===== config.mk =====
export PLATFORM = sky130hd
export DESIGN_NAME = tagged_slot_ring_router
export DESIGN_NICKNAME = d
export VERILOG_FILES = /design/src/tsr_pkg.sv /design/src/tsr_ram.sv /design/src/tsr_unit.sv /design/src/tagged_slot_ring_router.sv
export SDC_FILE = /design/constraint.sdc
export NUM_CORES = 1
export LEC_CHECK = 0
export BUFFER_PORTS_ARGS = -buffer_cell sky130_fd_sc_hd__buf_2
export CAP_MARGIN = 40
export CORE_MARGIN = 3
export CORE_UTILIZATION = 60
export DETAILED_ROUTE_END_ITERATION = 10
export PLACE_DENSITY = 0.83
export SYNTH_ARGS = -nofsm -noshare
export SYNTH_HDL_FRONTEND = slang
export SYNTH_SLANG_ARGS = --single-unit

===== constraint.sdc =====
create_clock -name clk -period 11.3 [get_ports clk]
set_input_delay 2.26 -clock clk [delete_from_list [all_inputs] [get_ports clk]]
set_output_delay 2.26 -clock clk [all_outputs]
set_load 0.05 [all_outputs]

===== src/tsr_pkg.sv =====
`timescale 1ns / 1ps
// ----------------------------------------------------------------------------
// tsr_pkg: shared types and constants for the tagged slot ring router
// Field widths, action and status codes, and default build parameters.
// ----------------------------------------------------------------------------
package tsr_pkg;

  localparam int SLOTS_DEF = 16;

  localparam int ACT_W  = 3;
  localparam int TAG_W  = 32;
  localparam int MSG_W  = 16;
  localparam int STAT_W = 2;
  localparam int SLOT_W = 4;
  localparam int CNT_W  = 5;

  localparam logic [CNT_W-1:0] SLOT_COUNT_RST = CNT_W'(16);

  localparam logic [ACT_W-1:0] ACT_OPEN     = 3'd0;
  localparam logic [ACT_W-1:0] ACT_DROP_OLD = 3'd1;
  localparam logic [ACT_W-1:0] ACT_DROP_NEW = 3'd2;
  localparam logic [ACT_W-1:0] ACT_ROUTE    = 3'd3;
  localparam logic [ACT_W-1:0] ACT_QUERY    = 3'd4;
  localparam logic [ACT_W-1:0] ACT_CLEAR    = 3'd5;

  localparam logic [STAT_W-1:0] ST_OK       = 2'd0;
  localparam logic [STAT_W-1:0] ST_FULL     = 2'd1;
  localparam logic [STAT_W-1:0] ST_EMPTY    = 2'd2;
  localparam logic [STAT_W-1:0] ST_NO_MATCH = 2'd3;

endpackage


===== src/tsr_ram.sv =====
`timescale 1ns / 1ps
// ----------------------------------------------------------------------------
// tsr_ram: generic simple dual-port RAM
// One write port, one read port, registered read data.
// ----------------------------------------------------------------------------
module tsr_ram #(
  parameter int WIDTH = 32,
  parameter int DEPTH = 16
) (
  input  logic                     clk,
  input  logic                     we,
  input  logic [$clog2(DEPTH)-1:0] waddr,
  input  logic [WIDTH-1:0]         wdata,
  input  logic [$clog2(DEPTH)-1:0] raddr,
  output logic [WIDTH-1:0]         rdata
);

  logic [WIDTH-1:0] mem [DEPTH];

  always_ff @(posedge clk) begin
    if (we) begin
      mem[waddr] <= wdata;
    end
    rdata <= mem[raddr];
  end

endmodule


===== src/tsr_unit.sv =====
`timescale 1ns / 1ps
// ----------------------------------------------------------------------------
// tsr_unit: shared ring pointer step and tag compare
// Steps a slot index forward or back around a ring of n slots and compares
// a stored tag against the search tag.
// ----------------------------------------------------------------------------
module tsr_unit #(
  parameter int SLOTS = tsr_pkg::SLOTS_DEF
) (
  input  logic [$clog2(SLOTS)-1:0] idx,
  input  logic                     back,
  input  logic [tsr_pkg::CNT_W-1:0] ring_n,
  input  logic [tsr_pkg::TAG_W-1:0] tag_a,
  input  logic [tsr_pkg::TAG_W-1:0] tag_b,
  output logic [$clog2(SLOTS)-1:0] idx_next,
  output logic                     tag_eq
);
  import tsr_pkg::*;

  localparam int IDX_W = $clog2(SLOTS);
  localparam int PW    = (IDX_W + 1 > CNT_W) ? IDX_W + 1 : CNT_W;

  logic [PW-1:0] idx_w;
  logic [PW-1:0] n_w;
  logic [PW-1:0] inc_w;
  logic [PW-1:0] res_w;

  assign idx_w = {{(PW-IDX_W){1'b0}}, idx};
  assign n_w   = PW'(ring_n);
  assign inc_w = idx_w + PW'(1);

  always_comb begin
    if (back) begin
      res_w = (idx_w == '0 || idx_w >= n_w) ? n_w - PW'(1) : idx_w - PW'(1);
    end else begin
      res_w = (inc_w >= n_w) ? '0 : inc_w;
    end
  end

  assign idx_next = res_w[IDX_W-1:0];
  assign tag_eq   = (tag_a == tag_b);

endmodule


===== src/tagged_slot_ring_router.sv =====
`timescale 1ns / 1ps
// ----------------------------------------------------------------------------
// tagged_slot_ring_router: deque of tagged slots with routing by tag
// Timing: every action but route strobes its result in the cycle after start.
// Route compares k slots in the search state, one tag memory read and compare
// per cycle, then strobes. busy is high until the result strobes; the next item
// can start in the cycle the result is shown. Results cannot be stalled.
// Reset (synchronous, rst_n low) empties the ring and sets slot_count to 16.
// ----------------------------------------------------------------------------
module tagged_slot_ring_router #(
  parameter int SLOTS = tsr_pkg::SLOTS_DEF
) (
  input  logic                         clk,
  input  logic                         rst_n,
  input  logic                         start,
  output logic                         busy,
  input  logic [tsr_pkg::ACT_W-1:0]    in_action,
  input  logic [tsr_pkg::TAG_W-1:0]    in_tag,
  input  logic [tsr_pkg::MSG_W-1:0]    in_message_id,
  output logic                         out_valid,
  output logic [tsr_pkg::STAT_W-1:0]   out_status,
  output logic [tsr_pkg::SLOT_W-1:0]   out_slot,
  output logic [tsr_pkg::MSG_W-1:0]    out_message_id_res,
  output logic [tsr_pkg::CNT_W-1:0]    out_fill,
  input  logic                         cfg_we,
  input  logic [tsr_pkg::CNT_W-1:0]    cfg_wdata
);
  import tsr_pkg::*;

  localparam int IDX_W = $clog2(SLOTS);
  localparam int PW    = (IDX_W + 1 > CNT_W) ? IDX_W + 1 : CNT_W;
  localparam int NW    = ($clog2(SLOTS + 1) > CNT_W) ? $clog2(SLOTS + 1) : CNT_W;

  typedef enum logic {S_IDLE, S_SEARCH} state_t;

  state_t             state_r, state_nxt;
  logic [IDX_W-1:0]   head_r, head_nxt;
  logic [IDX_W-1:0]   tail_r, tail_nxt;
  logic [CNT_W-1:0]   live_r, live_nxt;
  logic [CNT_W-1:0]   slot_count_r, slot_count_nxt;
  logic [IDX_W-1:0]   idx_r, idx_nxt;
  logic [CNT_W-1:0]   cnt_r, cnt_nxt;
  logic [TAG_W-1:0]   tag_r, tag_nxt;
  logic [MSG_W-1:0]   msg_r, msg_nxt;
  logic               out_valid_r, out_valid_nxt;
  logic [STAT_W-1:0]  out_status_r, out_status_nxt;
  logic [IDX_W-1:0]   out_idx_r, out_idx_nxt;
  logic [MSG_W-1:0]   out_msg_r, out_msg_nxt;
  logic [CNT_W-1:0]   out_fill_r, out_fill_nxt;

  logic [NW-1:0]      cnt_wide;
  logic [NW-1:0]      n_wide;
  logic [CNT_W-1:0]   ring_n;

  logic [IDX_W-1:0]   u_idx;
  logic               u_back;
  logic [IDX_W-1:0]   u_next;
  logic               u_eq;

  logic               ram_we;
  logic [IDX_W-1:0]   ram_waddr;
  logic [IDX_W-1:0]   ram_raddr;
  logic [TAG_W-1:0]   ram_rdata;
  logic               accept;
  logic [PW-1:0]      slot_w;

  // effective ring size: slot_count clamped to 1..SLOTS
  assign cnt_wide = NW'(slot_count_r);
  always_comb begin
    if (cnt_wide == '0) begin
      n_wide = NW'(1);
    end else if (cnt_wide > NW'(SLOTS)) begin
      n_wide = NW'(SLOTS);
    end else begin
      n_wide = cnt_wide;
    end
  end
  assign ring_n = n_wide[CNT_W-1:0];

  assign accept = start && (state_r == S_IDLE);

  // shared unit input select
  always_comb begin
    u_idx  = head_r;
    u_back = 1'b0;
    if (state_r == S_SEARCH) begin
      u_idx = idx_r;
    end else if (in_action == ACT_DROP_NEW) begin
      u_idx  = tail_r;
      u_back = 1'b1;
    end else if (in_action == ACT_OPEN) begin
      u_idx = tail_r;
    end
  end

  tsr_unit #(.SLOTS(SLOTS)) u_unit (
    .idx      (u_idx),
    .back     (u_back),
    .ring_n   (ring_n),
    .tag_a    (ram_rdata),
    .tag_b    (tag_r),
    .idx_next (u_next),
    .tag_eq   (u_eq)
  );

  // only live slots are ever read, and each was written when opened,
  // so the tag store needs no clearing
  assign ram_we    = accept && !cfg_we && (in_action == ACT_OPEN) && (live_r < ring_n);
  assign ram_waddr = tail_r;
  assign ram_raddr = (state_r == S_SEARCH) ? u_next : head_r;

  tsr_ram #(.WIDTH(TAG_W), .DEPTH(SLOTS)) u_tags (
    .clk   (clk),
    .we    (ram_we),
    .waddr (ram_waddr),
    .wdata (in_tag),
    .raddr (ram_raddr),
    .rdata (ram_rdata)
  );

  always_comb begin
    state_nxt      = state_r;
    head_nxt       = head_r;
    tail_nxt       = tail_r;
    live_nxt       = live_r;
    slot_count_nxt = slot_count_r;
    idx_nxt        = idx_r;
    cnt_nxt        = cnt_r;
    tag_nxt        = tag_r;
    msg_nxt        = msg_r;
    out_valid_nxt  = 1'b0;
    out_status_nxt = out_status_r;
    out_idx_nxt    = out_idx_r;
    out_msg_nxt    = out_msg_r;
    out_fill_nxt   = out_fill_r;

    case (state_r)
      S_IDLE: begin
        if (cfg_we) begin
          // resizing empties the ring
          slot_count_nxt = cfg_wdata;
          head_nxt       = '0;
          tail_nxt       = '0;
          live_nxt       = '0;
        end else if (accept) begin
          out_valid_nxt  = 1'b1;
          out_status_nxt = ST_OK;
          out_idx_nxt    = '0;
          out_msg_nxt    = '0;
          out_fill_nxt   = live_r;
          case (in_action)
            ACT_OPEN: begin
              if (live_r >= ring_n) begin
                out_status_nxt = ST_FULL;
              end else begin
                out_idx_nxt  = tail_r;
                tail_nxt     = u_next;
                live_nxt     = live_r + CNT_W'(1);
                out_fill_nxt = live_r + CNT_W'(1);
              end
            end
            ACT_DROP_OLD: begin
              if (live_r == '0) begin
                out_status_nxt = ST_EMPTY;
              end else begin
                out_idx_nxt  = head_r;
                head_nxt     = u_next;
                live_nxt     = live_r - CNT_W'(1);
                out_fill_nxt = live_r - CNT_W'(1);
              end
            end
            ACT_DROP_NEW: begin
              if (live_r == '0) begin
                out_status_nxt = ST_EMPTY;
              end else begin
                out_idx_nxt  = u_next;
                tail_nxt     = u_next;
                live_nxt     = live_r - CNT_W'(1);
                out_fill_nxt = live_r - CNT_W'(1);
              end
            end
            ACT_ROUTE: begin
              out_msg_nxt = in_message_id;
              if (live_r == '0) begin
                out_status_nxt = ST_EMPTY;
              end else begin
                // head read is in flight; result comes from the search
                out_valid_nxt = 1'b0;
                idx_nxt       = head_r;
                cnt_nxt       = '0;
                tag_nxt       = in_tag;
                msg_nxt       = in_message_id;
                state_nxt     = S_SEARCH;
              end
            end
            ACT_QUERY: begin
              if (live_r == '0) begin
                out_status_nxt = ST_EMPTY;
              end else begin
                out_idx_nxt = head_r;
              end
            end
            ACT_CLEAR: begin
              head_nxt     = '0;
              tail_nxt     = '0;
              live_nxt     = '0;
              out_fill_nxt = '0;
            end
            default: begin
            end
          endcase
        end
      end
      S_SEARCH: begin
        // ram_rdata holds the tag of slot idx_r
        if (u_eq) begin
          out_valid_nxt  = 1'b1;
          out_status_nxt = ST_OK;
          out_idx_nxt    = idx_r;
          out_msg_nxt    = msg_r;
          out_fill_nxt   = live_r;
          state_nxt      = S_IDLE;
        end else if (cnt_r + CNT_W'(1) == live_r) begin
          out_valid_nxt  = 1'b1;
          out_status_nxt = ST_NO_MATCH;
          out_idx_nxt    = '0;
          out_msg_nxt    = msg_r;
          out_fill_nxt   = live_r;
          state_nxt      = S_IDLE;
        end else begin
          idx_nxt = u_next;
          cnt_nxt = cnt_r + CNT_W'(1);
        end
      end
      default: begin
        state_nxt = S_IDLE;
      end
    endcase
  end

  always_ff @(posedge clk) begin
    if (!rst_n) begin
      state_r      <= S_IDLE;
      head_r       <= '0;
      tail_r       <= '0;
      live_r       <= '0;
      slot_count_r <= SLOT_COUNT_RST;
      cnt_r        <= '0;
      out_valid_r  <= 1'b0;
    end else begin
      state_r      <= state_nxt;
      head_r       <= head_nxt;
      tail_r       <= tail_nxt;
      live_r       <= live_nxt;
      slot_count_r <= slot_count_nxt;
      cnt_r        <= cnt_nxt;
      out_valid_r  <= out_valid_nxt;
    end
    idx_r        <= idx_nxt;
    tag_r        <= tag_nxt;
    msg_r        <= msg_nxt;
    out_status_r <= out_status_nxt;
    out_idx_r    <= out_idx_nxt;
    out_msg_r    <= out_msg_nxt;
    out_fill_r   <= out_fill_nxt;
  end

  assign slot_w = {{(PW-IDX_W){1'b0}}, out_idx_r};

  assign busy               = (state_r != S_IDLE);
  assign out_valid          = out_valid_r;
  assign out_status         = out_status_r;
  assign out_slot           = slot_w[SLOT_W-1:0];
  assign out_message_id_res = out_msg_r;
  assign out_fill           = out_fill_r;

endmodule


==> impl_metrics.json <==
{
  "overflow": 0,
  "async_reset_ff_share_pct": 0,
  "cts_tree": "done",
  "synthesis.area_um2": 25700,
  "holdBufCountCts": 0,
  "final_hold_viol_count": 0,
  "peakVddDrop_v": 0.000160,
  "dieArea_um2": 45300,
  "clk_latency_ns": 0.62,
  "wire_per_inst_um": 29.5,
  "drive_gt1_share_pct": 24.3,
  "cts_buffer_depth": 3,
  "synth-seq-area-share_pct": 73.6,
  "vias": 14700,
  "slew_headroom_pct": 38.9,
  "vias_per_cell": 6.97,
  "syn_nets": 1478,
  "nFillCells": 2511,
  "rsz0062_at_grt": "false",
  "finClkSkew_ns": 0.0147,
  "grt_pass1_wl_um": 92200,
  "htreeDepth": 2,
  "path_clk_slew_ns": 0.06,
  "clock-sinks": 648,
  "worstMarginPinSlew_ns": 0.909,
  "setup_slack_ns": 4.61,
  "root_buffer": "clkbuf_16",
  "cp_data_arrival_time_ns": 7.18,
  "total_power_mw": 4.89,
  "yosysUniqueCellTypes": 61,
  "min_path_type": "reg -> reg",
  "routed_wl_um": 62300,
  "crit_type": "in -> reg",
  "dp.cells": 1993,
  "fmax_ghz": 0.149,
  "final_util_pct": 68.6,
  "ys_ff_latch": 648,
  "coreArea_um2": 42100,
  "setup_viol": 0,
  "yosys_warnings": 0,
  "avgSynthCellArea_um2": 18.4,
  "period_share_pct": 59.2,
  "drc": 0,
  "status": "completed",
  "rows": 75,
  "power_density_nw_per_um2": 169,
  "syn-instance-count": 1399,
  "stdcell_count": 2108,
  "min_period_ns": 6.69,
  "max_cap_viol_count": 0,
  "gp_congestion": 0.913,
  "grtUsageTotal_pct": 27.9,
  "leakagePower_nw": 9.49,
  "cp.required_ns": 11.78,
  "slew_viol_final": 0,
  "ys.flop_type": "edfxtp_1",
  "die_y_um": 213,
  "post_cts_buffers": 0,
  "dp_hpwl_um": 33000,
  "cts_resized": 0,
  "grt_pass1_vias": 14700,
  "final_common_cell": "edfxtp_1",
  "area_growth_pct": 12.5,
  "r2r.worst_path.cells": 13,
  "path_max_fanout": 104,
  "antenna_found_initial": 1,
  "drtIter0Drc": 2201,
  "io_buffers": 88,
  "start_util_pct": 60.9,
  "drt_first_pass_iters": 7,
  "io_pins": 89,
  "final_nets": 1595,
  "drtAntennaViolNets": 0,
  "start_kind": "primary input",
  "min_delay_path_depth": 2,
  "tns_ns": 0,
  "synth_edf_count": 591,
  "layout_common_cells": "edfxtp_1, o21ai_0, mux4_2",
  "cts_buffers": 59,
  "die_w_um": 213,
  "worst_setup_path_end_kind": "register",
  "grt_start_max_net_pins": 105,
  "pre_cts_ws_ns": 4.02
}
[kinds of logic (layout without fill, tap and decap cells)]
| group | Yosys count | in the layout | share of synthesized area (%) |
|---|---|---|---|
| AOI/OAI and AO/OA | 267 | 267 | 6.45 |
| adders and majority gates | 19 | 19 | 0.926 |
| xor gates and xnor gates | 44 | 44 | 1.65 |
| muxes | 135 | 135 | 11.5 |
| and+or+nand+nor | 192 | 192 | 4.08 |
| DFF | 648 | 648 | 73.6 |
| other | 0 | 4 | 0 |
| buffers and inverters | 94 | 260 | 1.82 |
[critical path, cell delays in order]
cell and delay, ns:
buf_2 0.21, nor2_1 0.33, o311a_1 0.35, inv_2 0.12, o31ai_1 0.78, nand2_1 0.12
ha_1 0.34, o211a_1 0.16, and2_1 0.18, o311a_4 0.59, buf_12 0.65, mux4_2 0.62
o21ai_0 0.15, nand4_1 0.15
[state kept, by name, summed over array words and instances, names as in the netlist, 16 cells and up]
signal and count:
out_message_id_res 16, u_tags.rdata 32, u_tags.mem 512, tag_r 32, msg_r 16
[area by class of cell]
type / count / area [um2] / share of cell area [%]
antenna: 4 / 10.0 / 0.0346
sequential: 648 / 18900 / 65.4
clock inverter: 38 / 418 / 1.45
tap: 539 / 674 / 2.33
clock buffer: 72 / 1530 / 5.28
timing repair buffer: 128 / 805 / 2.78
inverter: 22 / 82.6 / 0.286
multi-input combinational: 657 / 6490 / 22.5
[metrics by stage]
step / area, um2 / hold slack, ns
floorplan: 25700 / 0.472
global placement: 26800 / 0.496
detailed placement: 26900 / 0.506
CTS: 28900 / 0.516
global route: 28900 / 0.545
finish: 28900 / 0.518
[power by group]
part           internal [mW]  switching (mW)
registers               2.63          0.0124
clock network           1.13           0.871
logic                 0.0944           0.151
[cell usage after synthesis (3+ instances only)]
cell	instances	area [um2]
clkbuf_1	43	161
buf_6	11	124
mux2i_1	4	40.0
o2111ai_1	4	35.0
and2_1	6	37.5
and3_1	8	50.1
mux4_2	128	2880
mux2_2	3	33.8
a32oi_1	4	35.0
a211oi_1	6	45.0
nand2_1	23	86.3
o211ai_1	10	75.1
xnor2_1	8	70.1
nor2_1	40	150
ha_1	19	238
or4_1	6	45.0
nand4_1	38	238
nor3_1	16	80.1
a21oi_1	25	125
nor4_1	13	81.3
a21o_1	7	52.6
nand2b_1	11	68.8
edfxtp_1	591	17700
a221o_1	6	60.1
o31ai_1	3	22.5
or3_1	6	37.5
inv_1	17	63.8
a32o_1	5	50.1
buf_2	14	70.1
dfxtp_1	57	1140
o311a_1	3	30.0
a22o_1	21	184
buf_4	4	30.0
xor2_1	33	289
o22ai_1	3	18.8
nand3_1	13	65.1
o21a_1	4	30.0
o21ai_0	149	746
o211a_1	4	40.0
inv_2	4	15.0
[final timing paths]
check | startpoint | to | slack [ns]
hold reg to reg | cnt_r[1] | cnt_r[1] | 0.52
hold / removal | cnt_r[1] | cnt_r[1] | 0.52
setup / recovery | in_action[0] | u_tags.rdata[21] | 4.61
setup reg to reg | busy | u_tags.rdata[21] | 5.83
[layer usage]
layer  GRT usage, %  share of wire, %  up-vias
met1           37.2                35     7260
met4           13.9               5.4        0
met5              0                 0        -
li1               -                 -     5978
met3           5.58                11      266
met2           44.7                49     1197
No activity file was read; power rests on OpenSTA's default activity.
